<file path="src/hw/rtl/prdc_pkg.sv">
// ----------------------------------------------------------------------------
// prdc_pkg
// Shared types and constants for the PID regulator with deadband and clamp.
// ----------------------------------------------------------------------------
package prdc_pkg;

  // fixed field widths
  localparam int DATA_W     = 16;
  localparam int GAIN_W     = 16;
  localparam int LIMIT_W    = 15;
  localparam int ERR_W      = 17;
  localparam int DIFF_W     = 18;
  localparam int CFG_IDX_W  = 3;
  localparam int CFG_DATA_W = 16;

  // configuration register indexes
  typedef enum logic [CFG_IDX_W-1:0] {
    CFG_GAIN_P       = 3'd0,
    CFG_GAIN_I       = 3'd1,
    CFG_GAIN_D       = 3'd2,
    CFG_POLARITY     = 3'd3,
    CFG_DEADBAND     = 3'd4,
    CFG_OUTPUT_LIMIT = 3'd5
  } prdc_cfg_idx_t;

  // polarity codes, anything else disables the output
  localparam logic signed [1:0] POL_PASS   = 2'sb01;
  localparam logic signed [1:0] POL_INVERT = 2'sb11;

  localparam logic [LIMIT_W-1:0] LIMIT_RESET = 15'h7FFF;

  // input transaction payload
  typedef struct packed {
    logic signed [DATA_W-1:0] measured;
    logic signed [DATA_W-1:0] setpoint;
  } prdc_in_t;

  // result transaction payload
  typedef struct packed {
    logic signed [DATA_W-1:0] drive;
    logic                     clamped;
  } prdc_out_t;

  // configuration register contents
  typedef struct packed {
    logic signed [GAIN_W-1:0] gain_p;
    logic signed [GAIN_W-1:0] gain_i;
    logic signed [GAIN_W-1:0] gain_d;
    logic signed [1:0]        polarity;
    logic [LIMIT_W-1:0]       deadband;
    logic [LIMIT_W-1:0]       output_limit;
  } prdc_cfg_t;

endpackage

</file>
<file path="src/hw/rtl/prdc_cfg_regs.sv">
// ----------------------------------------------------------------------------
// prdc_cfg_regs
// Configuration register file: gains, polarity, deadband and output limit.
// ----------------------------------------------------------------------------
module prdc_cfg_regs (
  input  logic                                clk,
  input  logic                                rst,
  input  logic                                cfg_we,
  input  logic [prdc_pkg::CFG_IDX_W-1:0]      cfg_index,
  input  logic [prdc_pkg::CFG_DATA_W-1:0]     cfg_data,
  output prdc_pkg::prdc_cfg_t                 cfg
);

  // register writes, unknown indexes are dropped
  always_ff @(posedge clk) begin
    if (rst) begin
      cfg.gain_p       <= '0;
      cfg.gain_i       <= '0;
      cfg.gain_d       <= '0;
      cfg.polarity     <= '0;
      cfg.deadband     <= '0;
      cfg.output_limit <= prdc_pkg::LIMIT_RESET;
    end else if (cfg_we) begin
      case (prdc_pkg::prdc_cfg_idx_t'(cfg_index))
        prdc_pkg::CFG_GAIN_P:       cfg.gain_p       <= cfg_data;
        prdc_pkg::CFG_GAIN_I:       cfg.gain_i       <= cfg_data;
        prdc_pkg::CFG_GAIN_D:       cfg.gain_d       <= cfg_data;
        prdc_pkg::CFG_POLARITY:     cfg.polarity     <= cfg_data[1:0];
        prdc_pkg::CFG_DEADBAND:     cfg.deadband     <= cfg_data[prdc_pkg::LIMIT_W-1:0];
        prdc_pkg::CFG_OUTPUT_LIMIT: cfg.output_limit <= cfg_data[prdc_pkg::LIMIT_W-1:0];
        default: begin
        end
      endcase
    end
  end

endmodule

</file>
<file path="src/hw/rtl/prdc_error_stage.sv">
// ----------------------------------------------------------------------------
// prdc_error_stage
// Deadband, error and derivative term, saturating integrator state.
// ----------------------------------------------------------------------------
module prdc_error_stage #(
  parameter int SUM_WIDTH = 32
) (
  input  logic                                   clk,
  input  logic                                   rst,
  input  logic                                   in_valid,
  output logic                                   in_ready,
  input  logic signed [prdc_pkg::DATA_W-1:0]     measured,
  input  logic signed [prdc_pkg::DATA_W-1:0]     setpoint,
  input  logic [prdc_pkg::LIMIT_W-1:0]           deadband,
  output logic                                   out_valid,
  input  logic                                   out_ready,
  output logic signed [prdc_pkg::ERR_W-1:0]      err,
  output logic signed [prdc_pkg::DIFF_W-1:0]     diff,
  output logic signed [SUM_WIDTH-1:0]            sum
);

  localparam int EW = prdc_pkg::ERR_W;
  localparam int DW = prdc_pkg::DATA_W;

  logic signed [EW-1:0]        last_error;
  logic signed [SUM_WIDTH-1:0] error_sum;
  logic signed [prdc_pkg::DIFF_W-1:0] diff_q;
  logic                        valid_q;

  logic [DW:0]                 mag;
  logic signed [DW-1:0]        meas_eff;
  logic signed [EW-1:0]        err_next;
  logic signed [prdc_pkg::DIFF_W-1:0] diff_next;
  logic signed [SUM_WIDTH:0]   sum_wide;
  logic signed [SUM_WIDTH-1:0] sum_next;
  logic                        take;

  assign in_ready  = !valid_q || out_ready;
  assign take      = in_valid && in_ready;
  assign out_valid = valid_q;

  // deadband on the sample magnitude
  always_comb begin
    mag      = measured[DW-1] ? ((DW+1)'(0) - {1'b1, measured}) : {1'b0, measured};
    meas_eff = (mag < {{(DW+1-prdc_pkg::LIMIT_W){1'b0}}, deadband}) ? '0 : measured;
  end

  // error and difference to the previous error
  always_comb begin
    err_next  = {setpoint[DW-1], setpoint} - {meas_eff[DW-1], meas_eff};
    diff_next = {err_next[EW-1], err_next} - {last_error[EW-1], last_error};
  end

  // saturating integrator
  always_comb begin
    sum_wide = {error_sum[SUM_WIDTH-1], error_sum}
             + {{(SUM_WIDTH+1-EW){err_next[EW-1]}}, err_next};
    if (sum_wide[SUM_WIDTH] != sum_wide[SUM_WIDTH-1]) begin
      sum_next = sum_wide[SUM_WIDTH] ? {1'b1, {(SUM_WIDTH-1){1'b0}}}
                                     : {1'b0, {(SUM_WIDTH-1){1'b1}}};
    end else begin
      sum_next = sum_wide[SUM_WIDTH-1:0];
    end
  end

  // state updates once per transaction; it also serves as the stage output
  always_ff @(posedge clk) begin
    if (rst) begin
      valid_q    <= 1'b0;
      last_error <= '0;
      error_sum  <= '0;
    end else begin
      if (in_ready) begin
        valid_q <= in_valid;
      end
      if (take) begin
        last_error <= err_next;
        error_sum  <= sum_next;
      end
    end
  end

  always_ff @(posedge clk) begin
    if (take) begin
      diff_q <= diff_next;
    end
  end

  assign err  = last_error;
  assign sum  = error_sum;
  assign diff = diff_q;

endmodule

</file>
<file path="src/hw/rtl/prdc_product_stage.sv">
// ----------------------------------------------------------------------------
// prdc_product_stage
// Three parallel gain multipliers with registered products.
// ----------------------------------------------------------------------------
module prdc_product_stage #(
  parameter int SUM_WIDTH = 32
) (
  input  logic                                                   clk,
  input  logic                                                   rst,
  input  logic                                                   in_valid,
  output logic                                                   in_ready,
  input  logic signed [prdc_pkg::ERR_W-1:0]                      err,
  input  logic signed [prdc_pkg::DIFF_W-1:0]                     diff,
  input  logic signed [SUM_WIDTH-1:0]                            sum,
  input  prdc_pkg::prdc_cfg_t                                    cfg,
  output logic                                                   out_valid,
  input  logic                                                   out_ready,
  output logic signed [prdc_pkg::GAIN_W+prdc_pkg::ERR_W-1:0]     prod_p,
  output logic signed [prdc_pkg::GAIN_W+SUM_WIDTH-1:0]           prod_i,
  output logic signed [prdc_pkg::GAIN_W+prdc_pkg::DIFF_W-1:0]    prod_d
);

  localparam int PW = prdc_pkg::GAIN_W + prdc_pkg::ERR_W;
  localparam int IW = prdc_pkg::GAIN_W + SUM_WIDTH;
  localparam int DW = prdc_pkg::GAIN_W + prdc_pkg::DIFF_W;

  logic valid_q;
  logic take;

  assign in_ready  = !valid_q || out_ready;
  assign take      = in_valid && in_ready;
  assign out_valid = valid_q;

  always_ff @(posedge clk) begin
    if (rst) begin
      valid_q <= 1'b0;
    end else if (in_ready) begin
      valid_q <= in_valid;
    end
  end

  // signed products at full width
  always_ff @(posedge clk) begin
    if (take) begin
      prod_p <= PW'(cfg.gain_p) * PW'(err);
      prod_i <= IW'(cfg.gain_i) * IW'(sum);
      prod_d <= DW'(cfg.gain_d) * DW'(diff);
    end
  end

endmodule

</file>
<file path="src/hw/rtl/prdc_output_stage.sv">
// ----------------------------------------------------------------------------
// prdc_output_stage
// Term sum, polarity, symmetric clamp and truncation to the integer drive.
// ----------------------------------------------------------------------------
module prdc_output_stage #(
  parameter int SUM_WIDTH      = 32,
  parameter int GAIN_FRAC_BITS = 8
) (
  input  logic                                                   clk,
  input  logic                                                   rst,
  input  logic                                                   in_valid,
  output logic                                                   in_ready,
  input  logic signed [prdc_pkg::GAIN_W+prdc_pkg::ERR_W-1:0]     prod_p,
  input  logic signed [prdc_pkg::GAIN_W+SUM_WIDTH-1:0]           prod_i,
  input  logic signed [prdc_pkg::GAIN_W+prdc_pkg::DIFF_W-1:0]    prod_d,
  input  prdc_pkg::prdc_cfg_t                                    cfg,
  output logic                                                   out_valid,
  input  logic                                                   out_ready,
  output prdc_pkg::prdc_out_t                                    out_data
);

  // room for three products plus negation
  localparam int ACC_W = SUM_WIDTH + prdc_pkg::GAIN_W + 3;
  localparam logic signed [ACC_W-1:0] ROUND_ADJ = ACC_W'((64'd1 << GAIN_FRAC_BITS) - 64'd1);

  logic                    valid_q;
  logic                    take;
  logic signed [ACC_W-1:0] acc;
  logic signed [ACC_W-1:0] acc_pol;
  logic signed [ACC_W-1:0] bound;
  logic signed [ACC_W-1:0] held;
  logic signed [ACC_W-1:0] adj;
  logic signed [ACC_W-1:0] shifted;
  logic                    clamped_next;

  assign in_ready  = !valid_q || out_ready;
  assign take      = in_valid && in_ready;
  assign out_valid = valid_q;

  // sum of terms and polarity
  always_comb begin
    acc = ACC_W'(prod_p) + ACC_W'(prod_i) + ACC_W'(prod_d);
    case (cfg.polarity)
      prdc_pkg::POL_PASS:   acc_pol = acc;
      prdc_pkg::POL_INVERT: acc_pol = -acc;
      default:              acc_pol = '0;
    endcase
  end

  // clamp to the limit in the fixed point scale, then truncate toward zero
  always_comb begin
    bound = $signed({{(ACC_W-prdc_pkg::LIMIT_W){1'b0}}, cfg.output_limit}) <<< GAIN_FRAC_BITS;
    clamped_next = 1'b0;
    held         = acc_pol;
    if (acc_pol > bound) begin
      held         = bound;
      clamped_next = 1'b1;
    end else if (acc_pol < -bound) begin
      held         = -bound;
      clamped_next = 1'b1;
    end
    adj     = held[ACC_W-1] ? (held + ROUND_ADJ) : held;
    shifted = adj >>> GAIN_FRAC_BITS;
  end

  // result register
  always_ff @(posedge clk) begin
    if (rst) begin
      valid_q <= 1'b0;
    end else if (in_ready) begin
      valid_q <= in_valid;
    end
  end

  always_ff @(posedge clk) begin
    if (take) begin
      out_data.drive   <= shifted[prdc_pkg::DATA_W-1:0];
      out_data.clamped <= clamped_next;
    end
  end

endmodule

</file>
<file path="src/hw/rtl/pid_regulator_deadband_clamp.sv">
// ----------------------------------------------------------------------------
// pid_regulator_deadband_clamp
// Positional PID regulator with input deadband, polarity and output clamp.
// ----------------------------------------------------------------------------
// Usage:
//   Input channel in_valid/in_stall/in_data carries one measured sample and
//   one setpoint per transaction; the output channel out_valid/out_stall/
//   out_data returns one drive value and a clamped flag per transaction, in
//   order. Gains, polarity, deadband and output limit are written through
//   cfg_we/cfg_index/cfg_data while no transaction is in flight.
//   A transaction passes the input, error/integrator and multiplier
//   registers in order before the result register loads and offers it.
//   Throughput: one transaction per cycle while out_stall is low. The four
//   register stages (input, error/integrator, multipliers, clamp/result) each
//   pass one item a cycle; the integral and previous error are the only loops.
//   Reset clears the error history, the integral, the valid flags and the config
//   registers (output limit goes to full scale) and empties the pipeline.
//   When the receiver stalls, the result holds and stages fill behind it;
//   in_stall rises only once every stage holds an item.
// ----------------------------------------------------------------------------
module pid_regulator_deadband_clamp #(
  parameter int GAIN_FRAC_BITS = 8,
  parameter int SUM_WIDTH      = 32
) (
  input  logic                                clk,
  input  logic                                rst,
  input  logic                                cfg_we,
  input  logic [prdc_pkg::CFG_IDX_W-1:0]      cfg_index,
  input  logic [prdc_pkg::CFG_DATA_W-1:0]     cfg_data,
  input  logic                                in_valid,
  output logic                                in_stall,
  input  prdc_pkg::prdc_in_t                  in_data,
  output logic                                out_valid,
  input  logic                                out_stall,
  output prdc_pkg::prdc_out_t                 out_data
);

  prdc_pkg::prdc_cfg_t cfg;
  prdc_pkg::prdc_in_t  in_q;
  logic                in_q_valid;
  logic                in_ready;

  logic                                              err_ready;
  logic                                              err_valid;
  logic signed [prdc_pkg::ERR_W-1:0]                 err;
  logic signed [prdc_pkg::DIFF_W-1:0]                diff;
  logic signed [SUM_WIDTH-1:0]                       sum;

  logic                                              prod_ready;
  logic                                              prod_valid;
  logic signed [prdc_pkg::GAIN_W+prdc_pkg::ERR_W-1:0]  prod_p;
  logic signed [prdc_pkg::GAIN_W+SUM_WIDTH-1:0]        prod_i;
  logic signed [prdc_pkg::GAIN_W+prdc_pkg::DIFF_W-1:0] prod_d;

  logic                                              res_ready;

  prdc_cfg_regs u_cfg (
    .clk       (clk),
    .rst       (rst),
    .cfg_we    (cfg_we),
    .cfg_index (cfg_index),
    .cfg_data  (cfg_data),
    .cfg       (cfg)
  );

  // input register
  assign in_ready = !in_q_valid || err_ready;
  assign in_stall = !in_ready;

  always_ff @(posedge clk) begin
    if (rst) begin
      in_q_valid <= 1'b0;
    end else if (in_ready) begin
      in_q_valid <= in_valid;
    end
  end

  always_ff @(posedge clk) begin
    if (in_valid && in_ready) begin
      in_q <= in_data;
    end
  end

  prdc_error_stage #(
    .SUM_WIDTH (SUM_WIDTH)
  ) u_error (
    .clk       (clk),
    .rst       (rst),
    .in_valid  (in_q_valid),
    .in_ready  (err_ready),
    .measured  (in_q.measured),
    .setpoint  (in_q.setpoint),
    .deadband  (cfg.deadband),
    .out_valid (err_valid),
    .out_ready (prod_ready),
    .err       (err),
    .diff      (diff),
    .sum       (sum)
  );

  prdc_product_stage #(
    .SUM_WIDTH (SUM_WIDTH)
  ) u_product (
    .clk       (clk),
    .rst       (rst),
    .in_valid  (err_valid),
    .in_ready  (prod_ready),
    .err       (err),
    .diff      (diff),
    .sum       (sum),
    .cfg       (cfg),
    .out_valid (prod_valid),
    .out_ready (res_ready),
    .prod_p    (prod_p),
    .prod_i    (prod_i),
    .prod_d    (prod_d)
  );

  prdc_output_stage #(
    .SUM_WIDTH      (SUM_WIDTH),
    .GAIN_FRAC_BITS (GAIN_FRAC_BITS)
  ) u_output (
    .clk       (clk),
    .rst       (rst),
    .in_valid  (prod_valid),
    .in_ready  (res_ready),
    .prod_p    (prod_p),
    .prod_i    (prod_i),
    .prod_d    (prod_d),
    .cfg       (cfg),
    .out_valid (out_valid),
    .out_ready (!out_stall),
    .out_data  (out_data)
  );

endmodule

</file>
<file path="config.mk">
export PLATFORM = sky130hd
export DESIGN_NAME = pid_regulator_deadband_clamp
export DESIGN_NICKNAME = d
export VERILOG_FILES = /design/src/hw/rtl/prdc_pkg.sv /design/src/hw/rtl/prdc_cfg_regs.sv /design/src/hw/rtl/prdc_error_stage.sv /design/src/hw/rtl/prdc_product_stage.sv /design/src/hw/rtl/prdc_output_stage.sv /design/src/hw/rtl/pid_regulator_deadband_clamp.sv
export SDC_FILE = /design/constraint.sdc
export NUM_CORES = 2
export LEC_CHECK = 0
export BUFFER_PORTS_ARGS = -buffer_cell sky130_fd_sc_hd__clkbuf_2
export CELL_PAD_IN_SITES_DETAIL_PLACEMENT = 0
export CELL_PAD_IN_SITES_GLOBAL_PLACEMENT = 1
export CORE_ASPECT_RATIO = 0.75
export CORE_UTILIZATION = 25
export CTS_BUF_LIST = sky130_fd_sc_hd__clkbuf_4 sky130_fd_sc_hd__clkbuf_8
export DETAILED_ROUTE_END_ITERATION = 10
export PLACE_DENSITY = 0.59
export SLEW_MARGIN = 15
export SYNTH_ARGS = -nofsm -noshare
export SYNTH_HDL_FRONTEND = slang
export SYNTH_SLANG_ARGS = --single-unit
</file>
<file path="constraint.sdc">
create_clock -name clk -period 7.75 [get_ports clk]
set_input_delay 1.1625 -clock clk [delete_from_list [all_inputs] [get_ports clk]]
set_output_delay 1.1625 -clock clk [all_outputs]
set_load 0.05 [all_outputs]
</file>
==> flow_summary_export.csv <==
group,metric,value,unit
place,dp_hpwl,166,mm
min_path,hp-class,"flip-flop to flip-flop",
layout,nets,8972,
grt,grtUsageTotal,16.2,%
sta,fmax,0.121,GHz
clock_network,cts_tree,"done",
route,wl_per_cell,18.5,um
sta,finalCritPeriodShare,106,%
synth,synth_cells,6667,
sta,period_minus_slack,8.25,ns
pwr,power,9.75,mW
place,gp_congestion,0.878,
setup_path,max_stage_delay,0.53,ns
clock_network,worst_skew_pair.late_latency,0.74,ns
layout,mostFrequentLayoutCell,"inv_1",
synth,synth_mux_area_share,0.309,%
synth,synthAdderAreaFrac,46.4,%
route,drt-initial-drc-count,3508,
clock_network,cts_num_sinks,315,
synth,synth_simple_gate_area_share,16.0,%
synth,netlist_area,60400,um2
setup_path,worst_ep_arrival_time,8.71,ns
synth,synth_top_area_cell,"fa_1",
synth,synth_edf_count,182,
route,detail_route.vias_per_cell,4.50,
grt,grt_pass1_vias,49600,
pwr,intPower,5.44,mW
synth,yosysWarnings,0,
sta,max_slew_margin,22.6,%
sta,finalHoldViolations,0,
pwr,swShare,44.2,%
setup_path,worstPathRequired,8.21,ns
floorplan,coreArea,239000,um2
layout,drive_gt1_share,17.7,%
pwr,switching_power,4.31,mW
synth,synth.avg_cell_area,9.06,um2
route,drtPass1Iterations,6,
flow_run,max-cap-violations,0,
route,antenna_left,0,
clock_network,clock_path_buffers,3,
route,num_vias,47700,
synth,ys_seq_elements,315,
route,drc_errors,0,
pwr,cellPowerDensity,134,nW/um2
layout,nFillCells,25200,
setup_path,critPathTopFamily,"compound AO/OA/AOI/OAI gates",
grt,grt_antenna_before_repair,19,
sta,final_max_slew_viol_count,0,
clock_network,htreeDepth,2,
pwr,pwr-share-comb,59.3,%
synth,synth_ff_type,"edfxtp_1",
pwr,power_leakage,32.3,nW
setup_path,crit_top_cell,"a21o_1",
floorplan,fp.dieH,428,um
floorplan,pin_count,75,
synth,ys_seq_area_share,13.5,%
setup_path,cp_slowest_cell,"or4b_4",
setup_path,crit_fanout,5,
route,wirelength,196,mm
setup_path,path_buf_inv,7,
grt,grt_pass1_wl,305,mm
sta,skew,0.0313,ns
place,port_buffers,74,
floorplan,die_w,569,um
sta,setup_ws,-0.502,ns
outcome,outcome,"complete, but fails checks",
grt,grt_max_degree,84,
pwr,peakVddDrop,144,uV
synth,syn_nets,8299,
sta,max_slew.worst_pin.slew,1.16,ns
sta,rsz0062_at_grt,"true",
clock_network,cts-hold-fix-buffers,0,
setup_path,critPathKind,"flip-flop to flip-flop",
layout,syn_to_final_growth,20.8,%
sta,finalSetupViolations,47,
setup_path,start_kind,"flip-flop",
setup_path,setup.worst_path.end_class,"flip-flop",
floorplan,floorplan.initialDensity,25.3,%
synth,synthXorXnorAreaFrac,3.93,%
outcome,violations,"negative setup slack",
synth,async_reset_ff_share,0,%
floorplan,die_area,243000,um2
pwr,pwr-share-clk,18.4,%
clock_network,root_buffer,"clkbuf_8",
synth,synth_compound_area_share,10.5,%
grt,grt_overflow_total,0,
synth,yosys-top-cells-area,"fa_1 37%, ha_1 9.8%, edfxtp_1 9.1%",
clock_network,clk_pin_slew_worst_paths,0.07,ns
synth,netlist.area_leader.share,36.6,%
sta,hold_ws,0.467,ns
synth,synth_top_family_by_area,"adder cells",
synth,ys_types,110,
floorplan,placementRows,155,
layout,layout_common_cells,"1,215 x inv_1, 1,102 x fa_1, 954 x nand2_1",
pwr,power_frac_seq,22.3,%
clock_network,cts_buffers,54,
[registers in the layout (all words and copies together) (netlist names)]
register	cells
u_error.sum	32
u_error.diff	18
u_error.out_valid	1
u_product.out_valid	1
u_error.err	17
u_cfg.cfg	80
in_q	32
u_product.prod_p	33
u_product.prod_d	34
u_output.out_valid	1
u_product.prod_i	48
u_output.out_data	17
in_q_valid	1
[worst paths after layout]
path,start,endpoint,slack (ns),depth (start not counted)
setup / recovery,u_product.prod_d[1]$_DFFE_PP_,u_output.out_data[16]$_DFFE_PP_,-0.50,40
hold / removal,u_cfg.cfg[20]$_SDFFE_PP0P_,u_cfg.cfg[20]$_SDFFE_PP0P_,0.47,2
setup reg to reg,u_product.prod_d[1]$_DFFE_PP_,u_output.out_data[16]$_DFFE_PP_,-0.50,40
hold reg to reg,u_cfg.cfg[20]$_SDFFE_PP0P_,u_cfg.cfg[20]$_SDFFE_PP0P_,0.47,2
[cell type report]
class                   count  area (um2)  area share (%)
clock buffers              77         941            1.29
well taps                3218        4030            5.52
inverters                1224        4600            6.30
repair buffers            887        6930            9.50
diodes                      3        7.51          0.0103
flip-flops and latches    315        8150            11.2
clock inverters            25         282           0.386
multi-input cells        4858       48000            65.8
[per-stage QoR]
stage                     cell area (um2)  TNS, ns  util (%)  cells  setup WS (ns)
after floorplan                     60600   -0.337         -   6667         -0.135
after global placement              69600   -22.24      29.1  10400         -0.571
after detailed placement            69600   -22.96      29.1  10400         -0.590
after CTS                           72100    -9.81      30.2  10600         -0.477
after global routing                72900   -27.70      30.5  10600         -0.777
final                               72900    -7.38      30.5  10600         -0.502
[power by group through the flow]
stage	sequential, mW	combinational, mW	clock, mW
after floorplan	2.09	2.62	0
after global placement	2.23	4.97	0
after detailed placement	2.23	4.98	0
after CTS	2.20	5.46	1.85
after global routing	2.18	6.24	1.92
final	2.17	5.78	1.80
[cells by family (layout without fill, tap and decap cells)]
logic type      count (synthesis)  count (layout)
buf+inv                      1494            2213
mux                            18              18
xor+xnor                      269             269
simple gates                 2014            2014
flops                         315             315
other cells                     0               3
fa+ha+maj                    1578            1578
compound gates                979             979
[timing repair]
| item | 4_1_cts | 5_1_grt |
|---|---|---|
| setup buffers | 64 | 28 |
| resized for setup | 185 | 181 |
| setup endpoints to repair | 54 | 67 |
| pin swaps | 147 | 105 |
| gates cloned | 9 | 0 |
[synthesized netlist by cell type (8+ instances only)]
cell type and instances:
inv_1 1223, fa_1 1104, nand2_1 966, ha_1 472
and2_1 422, a21oi_1 320, clkbuf_1 253, xnor2_1 203
nor2_1 202, o21ai_0 199, edfxtp_1 182, dfxtp_1 133
a21o_1 112, nand2b_1 78, nor3_1 73, nand3_1 69
xor2_1 64, o21a_1 47, or3_1 37, o211ai_1 35
nor2b_1 33, o21bai_1 33, a31oi_1 29, nand4_1 28
and3_1 27, o31ai_1 20, a211oi_1 18, or2_2 14
mux2i_1 13, a211o_1 12, a21boi_0 12, buf_2 12
nor4_1 12, a41oi_1 10, o21ai_1 9, and4_1 8
nand3b_1 8, o41ai_1 8
[per-layer routing]
metal,global-route usage [%],wire length [um],up-vias,share of wire [%]
met1,26.0,104000,24000,53
met3,2.76,13000,117,6.6
met2,22.9,76500,1242,39
met4,1.88,2250,4,1.1
li1,-,-,22400,-
met5,0,23,-,0.012
[worst register-to-register path, delay by kind of cell, from the launching register on]
| kind | cells | cell delay (ns) |
|---|---|---|
| muxes | 1 | 0.16 |
| DFF | 1 | 0.40 |
| xor gates and xnor gates | 2 | 0.27 |
| AOI/OAI and AO/OA | 14 | 2.66 |
| adders and majority gates | 4 | 1.19 |
| and+or+nand+nor | 12 | 2.61 |
| buffers and inverters | 7 | 0.70 |
(Power assumes the default switching activity.)
